File: config.mk
export PLATFORM = sky130hd
export DESIGN_NAME = gps_nav_subframe_sync
export DESIGN_NICKNAME = d
export VERILOG_FILES = /design/src/hw/rtl/gpssf_pkg.sv /design/src/hw/rtl/gpssf_state_mem.sv /design/src/hw/rtl/gpssf_step.sv /design/src/hw/rtl/gps_nav_subframe_sync.sv
export SDC_FILE = /design/constraint.sdc
export NUM_CORES = 2
export LEC_CHECK = 0
export ABC_AREA = 1
export BUFFER_PORTS_ARGS = -buffer_cell sky130_fd_sc_hd__buf_4
export CAP_MARGIN = 20
export CORE_MARGIN = 5
export CORE_UTILIZATION = 50
export DETAILED_ROUTE_END_ITERATION = 8
export GPL_ROUTABILITY_DRIVEN = 0
export MAX_ROUTING_LAYER = met4
export PLACE_DENSITY_LB_ADDON = 0.3
export RECOVER_POWER = 100
export SETUP_SLACK_MARGIN = 0.3
export SLEW_MARGIN = 25
export SYNTH_ARGS = -nofsm -noshare
export SYNTH_HDL_FRONTEND = slang
export SYNTH_SLANG_ARGS = --single-unit
File: constraint.sdc
create_clock -name clk_i -period 11.1 [get_ports clk_i]
set_input_delay 0.555 -clock clk_i [delete_from_list [all_inputs] [get_ports clk_i]]
set_output_delay 0.555 -clock clk_i [all_outputs]
set_load 0.03 [all_outputs]
File: src/hw/rtl/gpssf_pkg.sv
package gpssf_pkg;

  // Per-channel sync modes
  typedef enum logic [1:0] {
    MODE_SEARCH = 2'd0,
    MODE_ALIGN  = 2'd1,
    MODE_CHECK  = 2'd2,
    MODE_READ   = 2'd3
  } mode_e;

  localparam int unsigned SAT_COUNT_DEF = 32;
  localparam int unsigned SAT_W         = 5;
  localparam int unsigned WORD_W        = 30;
  localparam int unsigned CNT_W         = 9;
  localparam int unsigned WNUM_W        = 4;
  localparam int unsigned TIME_W        = 26;
  localparam int unsigned TOW_W         = 17;
  localparam int unsigned IN_TDATA_W    = 8;
  localparam int unsigned OUT_TDATA_W   = 72;

  localparam logic [7:0]        PREAMBLE      = 8'h8b;
  localparam logic [CNT_W-1:0]  SKIP_BITS     = 9'd270;
  localparam logic [CNT_W-1:0]  WORD_BITS     = 9'd30;
  localparam logic [WORD_W-1:0] HOW_FLIP      = 30'h3fffffc0;
  localparam logic [WNUM_W-1:0] WNUM_HOW_DONE = 4'd2;
  localparam logic [WNUM_W-1:0] WNUM_LAST     = 4'd10;
  localparam logic [TIME_W-1:0] TICKS_PER_TOW = 26'd300;
  // (tow - 1) * 300 + 60 = tow * 300 - 240
  localparam logic [TIME_W-1:0] TOW_OFFSET    = 26'd240;
  localparam logic [TIME_W-1:0] TIME_MAX      = 26'h3ffffff;

  // One channel's state
  typedef struct packed {
    mode_e               mode;
    logic [WORD_W-1:0]   shift;
    logic [CNT_W-1:0]    cnt;
    logic [WNUM_W-1:0]   wnum;
    logic                tlm_bit;
    logic                tvld;
    logic [TIME_W-1:0]   tval;
  } chan_t;

  localparam chan_t CHAN_RESET = '{
    mode:    MODE_SEARCH,
    shift:   '0,
    cnt:     '0,
    wnum:    '0,
    tlm_bit: 1'b0,
    tvld:    1'b0,
    tval:    '0
  };

  // One result word minus the channel number
  typedef struct packed {
    logic                word_valid;
    logic [WORD_W-1:0]   word_data;
    logic [WNUM_W-1:0]   word_index;
    logic                time_valid;
    logic                out_bit;
    logic [TIME_W-1:0]   bit_time;
  } res_t;

endpackage

File: src/hw/rtl/gpssf_state_mem.sv
module gpssf_state_mem #(
  parameter int unsigned SAT_COUNT = gpssf_pkg::SAT_COUNT_DEF,
  parameter int unsigned IDX_W     = (SAT_COUNT > 1) ? $clog2(SAT_COUNT) : 1
) (
  input  logic                 clk_i,
  input  logic                 rst_ni,
  input  logic                 rd_en_i,
  input  logic [IDX_W-1:0]     rd_idx_i,
  input  logic                 wr_en_i,
  input  logic [IDX_W-1:0]     wr_idx_i,
  input  gpssf_pkg::chan_t     wr_data_i,
  output gpssf_pkg::chan_t     rd_data_o
);

  gpssf_pkg::chan_t       mem [SAT_COUNT];
  logic [SAT_COUNT-1:0]   written_q;
  gpssf_pkg::chan_t       rd_data_q;
  logic                   rd_written_q;

  always_ff @(posedge clk_i) begin
    if (wr_en_i) begin
      mem[wr_idx_i] <= wr_data_i;
    end
  end

  // Read with bypass of a same-cycle write to the same entry
  always_ff @(posedge clk_i) begin
    if (rd_en_i) begin
      if (wr_en_i && (wr_idx_i == rd_idx_i)) begin
        rd_data_q <= wr_data_i;
      end else begin
        rd_data_q <= mem[rd_idx_i];
      end
    end
  end

  always_ff @(posedge clk_i or negedge rst_ni) begin
    if (!rst_ni) begin
      written_q    <= '0;
      rd_written_q <= 1'b0;
    end else begin
      if (wr_en_i) begin
        written_q[wr_idx_i] <= 1'b1;
      end
      if (rd_en_i) begin
        rd_written_q <= written_q[rd_idx_i] || (wr_en_i && (wr_idx_i == rd_idx_i));
      end
    end
  end

  assign rd_data_o = rd_written_q ? rd_data_q : gpssf_pkg::CHAN_RESET;

endmodule

File: src/hw/rtl/gpssf_step.sv
module gpssf_step (
  input  gpssf_pkg::chan_t  cur_i,
  input  logic              bit_i,
  output gpssf_pkg::chan_t  nxt_o,
  output gpssf_pkg::res_t   res_o
);

  logic [gpssf_pkg::WORD_W-1:0] w;
  logic [gpssf_pkg::WORD_W-1:0] how;
  logic [gpssf_pkg::CNT_W-1:0]  cnt1;
  logic [gpssf_pkg::WNUM_W-1:0] wn1;
  logic [gpssf_pkg::TOW_W-1:0]  tow;
  logic [gpssf_pkg::TIME_W-1:0] tow_ticks;
  logic                         pre;
  gpssf_pkg::chan_t             ns;

  assign w    = {cur_i.shift[gpssf_pkg::WORD_W-2:0], bit_i};
  assign pre  = (w[29:22] == gpssf_pkg::PREAMBLE) || (w[29:22] == ~gpssf_pkg::PREAMBLE);
  assign cnt1 = cur_i.cnt + 1'b1;
  assign wn1  = cur_i.wnum + 1'b1;
  assign how  = cur_i.tlm_bit ? (w ^ gpssf_pkg::HOW_FLIP) : w;
  assign tow  = how[29:13];
  assign tow_ticks = gpssf_pkg::TIME_W'(tow) * gpssf_pkg::TICKS_PER_TOW
                     - gpssf_pkg::TOW_OFFSET;

  always_comb begin
    ns    = cur_i;
    res_o = '0;
    unique case (cur_i.mode)
      gpssf_pkg::MODE_SEARCH: begin
        ns.shift = w;
        if (pre) begin
          ns.mode = gpssf_pkg::MODE_ALIGN;
          ns.cnt  = '0;
          ns.tvld = 1'b0;
        end
      end
      gpssf_pkg::MODE_ALIGN: begin
        ns.cnt = cnt1;
        if (cnt1 == gpssf_pkg::SKIP_BITS) begin
          ns.mode  = gpssf_pkg::MODE_CHECK;
          ns.shift = '0;
          ns.cnt   = '0;
        end
      end
      gpssf_pkg::MODE_CHECK: begin
        ns.shift = w;
        ns.cnt   = cnt1;
        if (cnt1 == gpssf_pkg::WORD_BITS) begin
          ns.shift = '0;
          if (pre) begin
            res_o.word_valid = 1'b1;
            res_o.word_data  = w;
            ns.mode    = gpssf_pkg::MODE_READ;
            ns.tlm_bit = w[0];
            ns.cnt     = '0;
            ns.wnum    = gpssf_pkg::WNUM_W'(1);
          end else begin
            ns.mode = gpssf_pkg::MODE_SEARCH;
            ns.tvld = 1'b0;
          end
        end
      end
      gpssf_pkg::MODE_READ: begin
        ns.shift = w;
        ns.cnt   = cnt1;
        if (cnt1 == gpssf_pkg::WORD_BITS) begin
          res_o.word_valid = 1'b1;
          res_o.word_data  = w;
          res_o.word_index = cur_i.wnum;
          ns.wnum  = wn1;
          ns.shift = '0;
          ns.cnt   = '0;
          if (wn1 == gpssf_pkg::WNUM_HOW_DONE) begin
            // zero tow gives a negative time: leave time invalid
            ns.tvld = (tow != '0);
            ns.tval = tow_ticks;
          end
          if (wn1 == gpssf_pkg::WNUM_LAST) begin
            ns.mode = gpssf_pkg::MODE_CHECK;
          end
        end
      end
      default: ;
    endcase

    // Stamp the bit with the current time, then advance with saturation
    if (ns.tvld) begin
      res_o.time_valid = 1'b1;
      res_o.out_bit    = bit_i;
      res_o.bit_time   = ns.tval;
      if (ns.tval != gpssf_pkg::TIME_MAX) begin
        ns.tval = ns.tval + 1'b1;
      end
    end
  end

  assign nxt_o = ns;

endmodule

File: src/hw/rtl/gps_nav_subframe_sync.sv
// GPS nav subframe synchronizer, one independent channel per satellite.
// Input stream (s_axis_*): one word per demodulated nav bit, tagged with
// its satellite channel. Output stream (m_axis_*): exactly one word per
// input word, in order: the channel, a completed 30-bit nav word with its
// index in the subframe (0 is TLM) when one ends on this bit, and the bit
// echoed with its GPS time in 20 ms ticks once the HOW has been decoded.
// Channels at or above SAT_COUNT are ignored and return only their number.
// An accepted word is registered in stage A while its channel state is
// read, then in the output register. Throughput: one word per cycle
// sustained while the receiver does not stall, any mix of channels.
// Channel state lives in a SAT_COUNT-entry memory with a registered read;
// back-to-back words on the same channel are served by a write-to-read
// bypass, so the single read-modify-write per word sets the rate. Reset
// clears all pipeline valids and the per-entry written flags; every
// channel then reads as search mode with no valid time. When the receiver
// stalls, the output register holds its word, the staged word waits behind
// it and s_axis_tready_o drops only once both are full.
module gps_nav_subframe_sync #(
  parameter int unsigned SAT_COUNT = gpssf_pkg::SAT_COUNT_DEF
) (
  input  logic                                clk_i,
  input  logic                                rst_ni,
  input  logic                                s_axis_tvalid_i,
  output logic                                s_axis_tready_o,
  // [4:0] sat, [5] bit_value, [7:6] zero
  input  logic [gpssf_pkg::IN_TDATA_W-1:0]    s_axis_tdata_i,
  output logic                                m_axis_tvalid_o,
  input  logic                                m_axis_tready_i,
  // [4:0] out_sat, [5] word_valid, [35:6] word_data, [39:36] word_index,
  // [40] time_valid, [41] out_bit, [67:42] bit_time, [71:68] zero
  output logic [gpssf_pkg::OUT_TDATA_W-1:0]   m_axis_tdata_o
);

  localparam int unsigned IDX_W = (SAT_COUNT > 1) ? $clog2(SAT_COUNT) : 1;

  logic [gpssf_pkg::SAT_W-1:0] in_sat;
  logic                        in_bit;
  logic                        in_range;
  logic                        in_acc;
  logic                        adv;
  logic                        wr_en;

  // Stage A: staged input word, channel state read in flight
  logic                        a_valid_q;
  logic [gpssf_pkg::SAT_W-1:0] a_sat_q;
  logic                        a_bit_q;
  logic                        a_inr_q;

  // Output register
  logic                                 o_valid_q;
  logic [gpssf_pkg::OUT_TDATA_W-1:0]    o_data_q;
  logic [gpssf_pkg::OUT_TDATA_W-1:0]    o_data_d;

  gpssf_pkg::chan_t cur_st;
  gpssf_pkg::chan_t nxt_st;
  gpssf_pkg::res_t  res;

  assign in_sat   = s_axis_tdata_i[gpssf_pkg::SAT_W-1:0];
  assign in_bit   = s_axis_tdata_i[gpssf_pkg::SAT_W];
  assign in_range = (32'(in_sat) < SAT_COUNT);

  // Advance stage A into the output register when it is free or draining
  assign adv             = !o_valid_q || m_axis_tready_i;
  assign s_axis_tready_o = !a_valid_q || adv;
  assign in_acc          = s_axis_tvalid_i && s_axis_tready_o;
  assign wr_en           = a_valid_q && adv && a_inr_q;

  gpssf_state_mem #(
    .SAT_COUNT (SAT_COUNT),
    .IDX_W     (IDX_W)
  ) u_mem (
    .clk_i     (clk_i),
    .rst_ni    (rst_ni),
    .rd_en_i   (in_acc && in_range),
    .rd_idx_i  (IDX_W'(in_sat)),
    .wr_en_i   (wr_en),
    .wr_idx_i  (IDX_W'(a_sat_q)),
    .wr_data_i (nxt_st),
    .rd_data_o (cur_st)
  );

  gpssf_step u_step (
    .cur_i (cur_st),
    .bit_i (a_bit_q),
    .nxt_o (nxt_st),
    .res_o (res)
  );

  // Out-of-range channels carry only their number
  always_comb begin
    o_data_d = '0;
    o_data_d[4:0] = a_sat_q;
    if (a_inr_q) begin
      o_data_d[5]     = res.word_valid;
      o_data_d[35:6]  = res.word_data;
      o_data_d[39:36] = res.word_index;
      o_data_d[40]    = res.time_valid;
      o_data_d[41]    = res.out_bit;
      o_data_d[67:42] = res.bit_time;
    end
  end

  always_ff @(posedge clk_i or negedge rst_ni) begin
    if (!rst_ni) begin
      a_valid_q <= 1'b0;
      o_valid_q <= 1'b0;
    end else begin
      if (s_axis_tready_o) begin
        a_valid_q <= s_axis_tvalid_i;
      end
      if (adv) begin
        o_valid_q <= a_valid_q;
      end
    end
  end

  always_ff @(posedge clk_i) begin
    if (in_acc) begin
      a_sat_q <= in_sat;
      a_bit_q <= in_bit;
      a_inr_q <= in_range;
    end
    if (adv && a_valid_q) begin
      o_data_q <= o_data_d;
    end
  end

  assign m_axis_tvalid_o = o_valid_q;
  assign m_axis_tdata_o  = o_data_q;

  // Word index stays within the ten words of a subframe
  assert property (@(posedge clk_i) disable iff (!rst_ni)
    (m_axis_tvalid_o && m_axis_tdata_o[5]) |-> (m_axis_tdata_o[39:36] <= 4'd9))
    else $error("word index beyond subframe");

  // No word payload without word_valid
  assert property (@(posedge clk_i) disable iff (!rst_ni)
    (m_axis_tvalid_o && !m_axis_tdata_o[5]) |->
      (m_axis_tdata_o[39:6] == '0))
    else $error("word fields set without word_valid");

  // No time payload without time_valid
  assert property (@(posedge clk_i) disable iff (!rst_ni)
    (m_axis_tvalid_o && !m_axis_tdata_o[40]) |->
      (m_axis_tdata_o[67:41] == '0))
    else $error("time fields set without time_valid");

  // A staged word never loses its slot while the output is stalled
  assert property (@(posedge clk_i) disable iff (!rst_ni)
    (a_valid_q && !adv) |=> (a_valid_q && $stable(a_sat_q)))
    else $error("staged word lost during stall");

endmodule

# --- Word-level counts from Yosys, hierarchy flattened ---
# Memory sizes are Yosys's and may differ from the RTL's. A register that Yosys moved wholly into a read port is not among the register bits.
# Cells that the tools add are included.
op_classes:
  n_addsub: 4
  bitwise_logic: 2
  reduce_logical: 13
  eq_ne: 11
  n_mul: 1
  muxes: 32
  magnitude_cmp: 3
op_table:
  columns: ["op", "count"]
  rows:
  - ["$pmux 41 s4", 1]
  - ["$mux 26", 3]
  - ["$mux 73", 1]
  - ["$mux 31", 2]
  - ["$pmux 31 s2", 1]
  - ["$mux 27", 2]
  - ["$mux 47", 1]
  - ["$mux 45", 1]
  - ["$mux 41", 1]
  - ["$mux 35", 1]
  - ["$or 32x32->32", 1]
  - ["$mux 30", 1]
  - ["$mux 28", 1]
  - ["$add 26x1->26 const B", 1]
  - ["$ne 26x26->1 const B", 1]
  - ["$sub 26x8->26 const B", 1]
  - ["$mul 17x7->24 const B", 1]
  - ["$not 24->24", 1]
  - ["$reduce_bool 17->1", 1]
  - ["$mux 14", 1]
  - ["$lt 5x6->1 const B", 2]
  - ["$add 9x1->9 const B", 1]
  - ["$eq 9x5->1 const B", 1]
  - ["$eq 9x9->1 const B", 1]
  - ["21 further kinds", 37]
word_totals:
  mem_bits_rw: 2336
  out_inout_bits: 74
  elab_cells: 77
  input_bits: 12
  mem_count: 1
  register_bits: 109
mem_list:
  columns: ["name", "words", "width", "read_ports", "rd_ports_with_merged_regs", "wr", "line_no", "text"]
  rows:
  - ["u_mem.mem", 32, 73, 1, 1, 1, "gpssf_state_mem.sv:15", "gpssf_pkg::chan_t mem [SAT_COUNT];"]

# --- Depth between registers and ports, before layout ---
logic_depth:
  depth_word: 11
  depth_mapped: 43
  ltp_nobuf: 37

# --- Modules after synthesis ---
# From an unflattened synthesis, not the netlist that was laid out.
hier_totals:
  hier_cells: 9424
  area_unflattened_um2: 106838.7
modules_own_cells:
  columns: ["mod", "area_each_um2", "cells_per_inst", "instances", "seq_area_each_um2"]
  rows:
  - ["gpssf_state_mem", 98200.4, 8144, 1, 73165.2]
  - ["gpssf_step", 6287.3, 1189, 1, 0.0]
  - ["gps_nav_subframe_sync", 2351.0, 91, 1, 2272.2]

# --- Worst setup path before layout ---
# Ideal clock, no wire load.
synth_timing:
  path_kind: "input port to flip-flop"
  from: "input port m_axis_tready_i"
  to: "memory u_mem.mem[30][0] (netlist bit), enable pin"
  cell_stages: 6
  t_required_ns: 10.597
  n_path_buf: 0
  setup_slack_ns: 4.713
  arrival_ns: 5.885
  setup_ns: 0.503
  path_cell_list: "inv_1 > nand2_1 > nand2_1 > inv_1 > nand3_1 > nor2_1"
synth_via:
  elab_chain_len: 4
synth_rtl:
  columns: ["item", "line_no", "text"]
  rows:
  - ["start, declared", "gps_nav_subframe_sync.sv:28", "input logic m_axis_tready_i,"]
  - ["$logic_or 1x1->1", "gps_nav_subframe_sync.sv:63", "assign adv = !o_valid_q || m_axis_tready_i;"]
  - ["$logic_and 1x1->1", "gps_nav_subframe_sync.sv:66", "assign wr_en = a_valid_q && adv && a_inr_q;"]
  - ["net u_mem.wr_en_i", "gpssf_state_mem.sv:9", "input logic wr_en_i,"]
  - ["$mux 1", "gpssf_state_mem.sv:21", "if (wr_en_i) begin"]
  - ["$mux 1 (not written as such)", "gpssf_state_mem.sv:22", "mem[wr_idx_i] <= wr_data_i;"]
  - ["end, declared", "gpssf_state_mem.sv:15", null]
# The timed path passes the listed nets, and every way through them passes these cells.

==> summary.txt <==
Placed design
  – # port buffers: 79
  – HPWL after DPL: 156.7 mm
  – DP Cell Count: 10661

Floorplan
  – Die area: 0.2144 mm^2
  – Io pins: 86
  – Row Count: 166
  – Die X: 463.0 um
  – Core ar.: 0.2044 mm^2
  – Die H: 463.0 um
  – Initial core utilization: 50.20%

Synth
  – Synth Flop Type: edfxtp_1
  – Share of synthesized registers carrying an async set or reset: 1.408%
  – Synthesized flop and latch total: 2485
  – Unique masters post-synth: 54
  – Yosys warns: 0
  – Post-synth EDFFs: 2450
  – Mapped Cells: 8273
  – Syn_area_per_cell: 12.40 um^2
  – Sequential fraction of the synthesis area: 72.56%
  – Synth Cell Area: 0.1026 mm^2

Clock network
  – Clk sinks: 2485
  – Root buf cell: clkbuf_16
  – Clock latency on the worst-skew pair: 0.89 ns
  – Num CTS Buffers: 230
  – # H-tree levels: 4
  – Clock-pin slew on the worst setup and hold paths: 0.06 ns
  – CTS tree: built
  – Longest Clk Path Bufs: 3
  – PostCTS Resize Cnt: 0

Pwr
  – Psw: 6.217 mW
  – Sw Share: 27.92%
  – P_int: 16.05 mW
  – Logic gate share of total power: 16.4%
  – Peak supply drop: 176.3 uV
  – Clk pwr share: 33.7%
  – LEAKAGE: 37.26 nW
  – Power density cells: 197.4 mW/mm^2
  – Seq pwr share: 49.9%

Worst hold path
  – Hold Crit Class: in -> reg

Layout
  – FF+latch area: 0.07445 mm^2
  – Finished Layout Cells: 11089
  – Multi-input gate area: 0.02528 mm^2
  – Nets: 8309
  – Fillcell total: 16556
  – Layout cell share with drive strength beyond 1: 6.388%
  – Area delta synth->final: 9.941%

Global route
  – Antenna violations before repair: 8
  – Pin count of the biggest net entering global routing: 197
  – Total track usage: 28.32%
  – Vias in the first global route: 66441
  – Gr ovfl total: 0
  – First-pass GRT wire length: 440.7 mm

Drt
  – Wirelength per Cell: 27.46 um
  – Via count: 71121
  – Vias per inst: 6.414
  – DRT iter0 DRCs: 11160
  – DR DRC count: 2
  – Routed wire length: 304.6 mm
  – Antenna-violating nets left: 0
  – Drt pass-1 iters: 9

Setup path
  – WP data required: 11.79 ns
  – Worst setup SP type: input port
  – Kind of critical path: in -> reg
  – Crit path DAT: 10.90 ns
  – Worst setup EP type: flop
  – Worst Path Max Fanout: 46

STA
  – RSZ-0062 raised after global routing: false
  – Worst-Margin Slew: 4.747 ns
  – Setup total negative slack: 0 ns
  – Tmin final: 10.21 ns
  – Clock Skew: 0.03625 ns
  – Maximum clock rate: 97.99 MHz
  – Fin. max-slew vios: 2402
  – Hold Vio Cnt, Final: 1
  – Slew HR: -216.5%
  – # setup viols final: 0
  – Worst hold slack: -0.002987 ns
  – Final period util: 91.94%

Outcome
  – Status: finished with violations
  – Failing checks: design-rule violations, negative hold slack, max-capacitance violations, max-slew violations

Flow run
  – Max_cap viols: 75
==> power groups by stage <==
stage | Clock (mW) | Combinational [mW] | Sequential (mW)
after floorplan | 0 | 2.42 | 11.3
final | 7.50 | 3.66 | 11.1
after CTS | 7.56 | 3.65 | 11.1
after detailed placement | 0 | 3.63 | 11.3
after global routing | 7.97 | 4.04 | 11.1
after global placement | 0 | 3.56 | 11.3
==> state kept, by name (all words and copies together), names as in the netlist <==
name,cells
a_valid_q,1
u_mem.rd_written_q,1
a_bit_q,1
u_mem.mem,2304
u_mem.rd_data_q,72
u_mem.written_q,32
m_axis_tvalid_o,1
m_axis_tdata_o,68
a_sat_q,5
==> worst paths after layout <==
check / startpoint / to / slack (ns) / depth (start not counted)
setup / recovery: s_axis_tdata_i[3] / u_mem.rd_data_q[48] / 0.89 / 9
hold reg to reg: u_mem.written_q[25] / u_mem.written_q[25] / 0.46 / 2
setup reg to reg: u_mem.rd_written_q / u_mem.mem[23][25] / 1.53 / 26
min in group asynchronous: rst_ni / m_axis_tvalid_o / 0.76 / 2
max in group asynchronous: rst_ni / u_mem.written_q[25] / 9.22 / 2
hold / removal: s_axis_tvalid_i / a_valid_q / -0.003 / 3
==> final cells by class <==
cell class,instances,share of cell area [%]
diodes,10,0.02218
clock buffers,277,5.315
clock inverters,137,0.9595
inverters,292,1.001
multi-input cells,4950,22.41
flip-flops and latches,2485,66.00
well taps,2688,2.982
repair buffers,250,1.311
==> Yosys cell counts, types with 5 or more instances <==
| master | count | area, um^2 |
|---|---|---|
| a21oi_1 | 49 | 245.2 |
| nand4_1 | 33 | 206.5 |
| ha_1 | 63 | 788.3 |
| nand2_1 | 588 | 2207 |
| or2_2 | 16 | 100.1 |
| nor3_1 | 15 | 75.07 |
| nand2_2 | 20 | 125.1 |
| clkinv_1 | 8 | 30.03 |
| a211oi_1 | 7 | 52.55 |
| a31oi_1 | 22 | 137.6 |
| o21ai_1 | 6 | 30.03 |
| buf_4 | 7 | 52.55 |
| inv_2 | 17 | 63.81 |
| o221ai_1 | 211 | 1848 |
| edfxtp_1 | 2450 | 73570 |
| fa_1 | 25 | 500.5 |
| buf_1 | 27 | 101.4 |
| nor2_2 | 18 | 112.6 |
| nand3b_1 | 7 | 52.55 |
| o21ai_0 | 1416 | 7087 |
| o32ai_1 | 15 | 131.4 |
| nor2_1 | 1560 | 5856 |
| o22ai_1 | 462 | 2890 |
| clkbuf_1 | 503 | 1888 |
| nand3_2 | 5 | 50.05 |
| buf_6 | 8 | 90.09 |
| o211ai_1 | 65 | 488.0 |
| and2_1 | 13 | 81.33 |
| nand3_1 | 284 | 1421 |
| inv_1 | 266 | 998.5 |
| dfrtp_1 | 35 | 875.8 |
==> worst max-delay path: stages <==
cell,delay (ns)
clkbuf_1,2.47
clkinvlp_2,4.20
nor2_1,0.85
nor4_1,0.22
nand3_4,0.10
buf_4,0.51
clkbuf_2,1.17
nand3_1,0.42
nand2_1,0.28
==> metrics by stage <==
stage	hold slack, ns	worst slack, ns	utilization [%]	cell area [um^2]	power [mW]
floorplan	0.2594	4.713	-	102600	13.75
global placement	0.4385	3.260	52.00	106300	14.83
detailed placement	0.4451	3.094	52.10	106500	14.91
CTS	0.0003952	3.039	55.58	113600	22.29
global route	-0.008326	1.171	55.19	112800	23.13
finish	-0.002987	0.8944	55.19	112800	22.27
==> cell usage in the layout, fill, tap and decap left out, types with 14 or more instances in the layout <==
cell	instances
clkinv_2	38
clkbuf_1	171
clkbuf_2	21
clkbuf_16	233
nand4_1	33
nor2_1	1545
nor2_2	14
dfrtp_1	35
nor3_1	15
inv_1	268
a21oi_1	50
or2_2	16
buf_4	84
nand2_2	14
a31oi_1	22
nand2_1	594
nand3_1	284
ha_1	63
o211ai_1	65
clkinv_1	75
o22ai_1	460
edfxtp_1	2450
o221ai_1	201
nor2_4	22
o21ai_0	1418
fa_1	25
==> cell families (layout without fill, tap and decap cells) <==
| family | after synthesis | in the layout | share of synthesized area (%) |
|---|---|---|---|
| AND/OR/NAND/NOR | 2568 | 2568 | 10.11 |
| flip-flops | 2485 | 2485 | 72.56 |
| AO/OA/AOI/OAI | 2278 | 2278 | 12.79 |
| buffers and inverters | 841 | 956 | 3.167 |
| adder cells (fa/ha/maj) | 88 | 88 | 1.256 |
| XOR/XNOR | 8 | 8 | 0.06829 |
| multiplexers | 4 | 4 | 0.03903 |
| other | 1 | 14 | 0.003655 |
==> routing by layer <==
metal  share of wire, %  track usage [%]  up-vias
met2                 45            42.75     4747
met5                  0                -        -
met1                 38            38.27    35184
met4                4.2            11.08        0
li1                   -                -    30405
met3                 12            5.617      785
==> repair_timing <==
item | 4_1_cts | 5_1_grt
hold buffers | 3 | 0
endpoints found under the hold margin | 38 | 0
setup buffers | 0 | 0
Note: power is estimated with default switching activity, not from simulation.
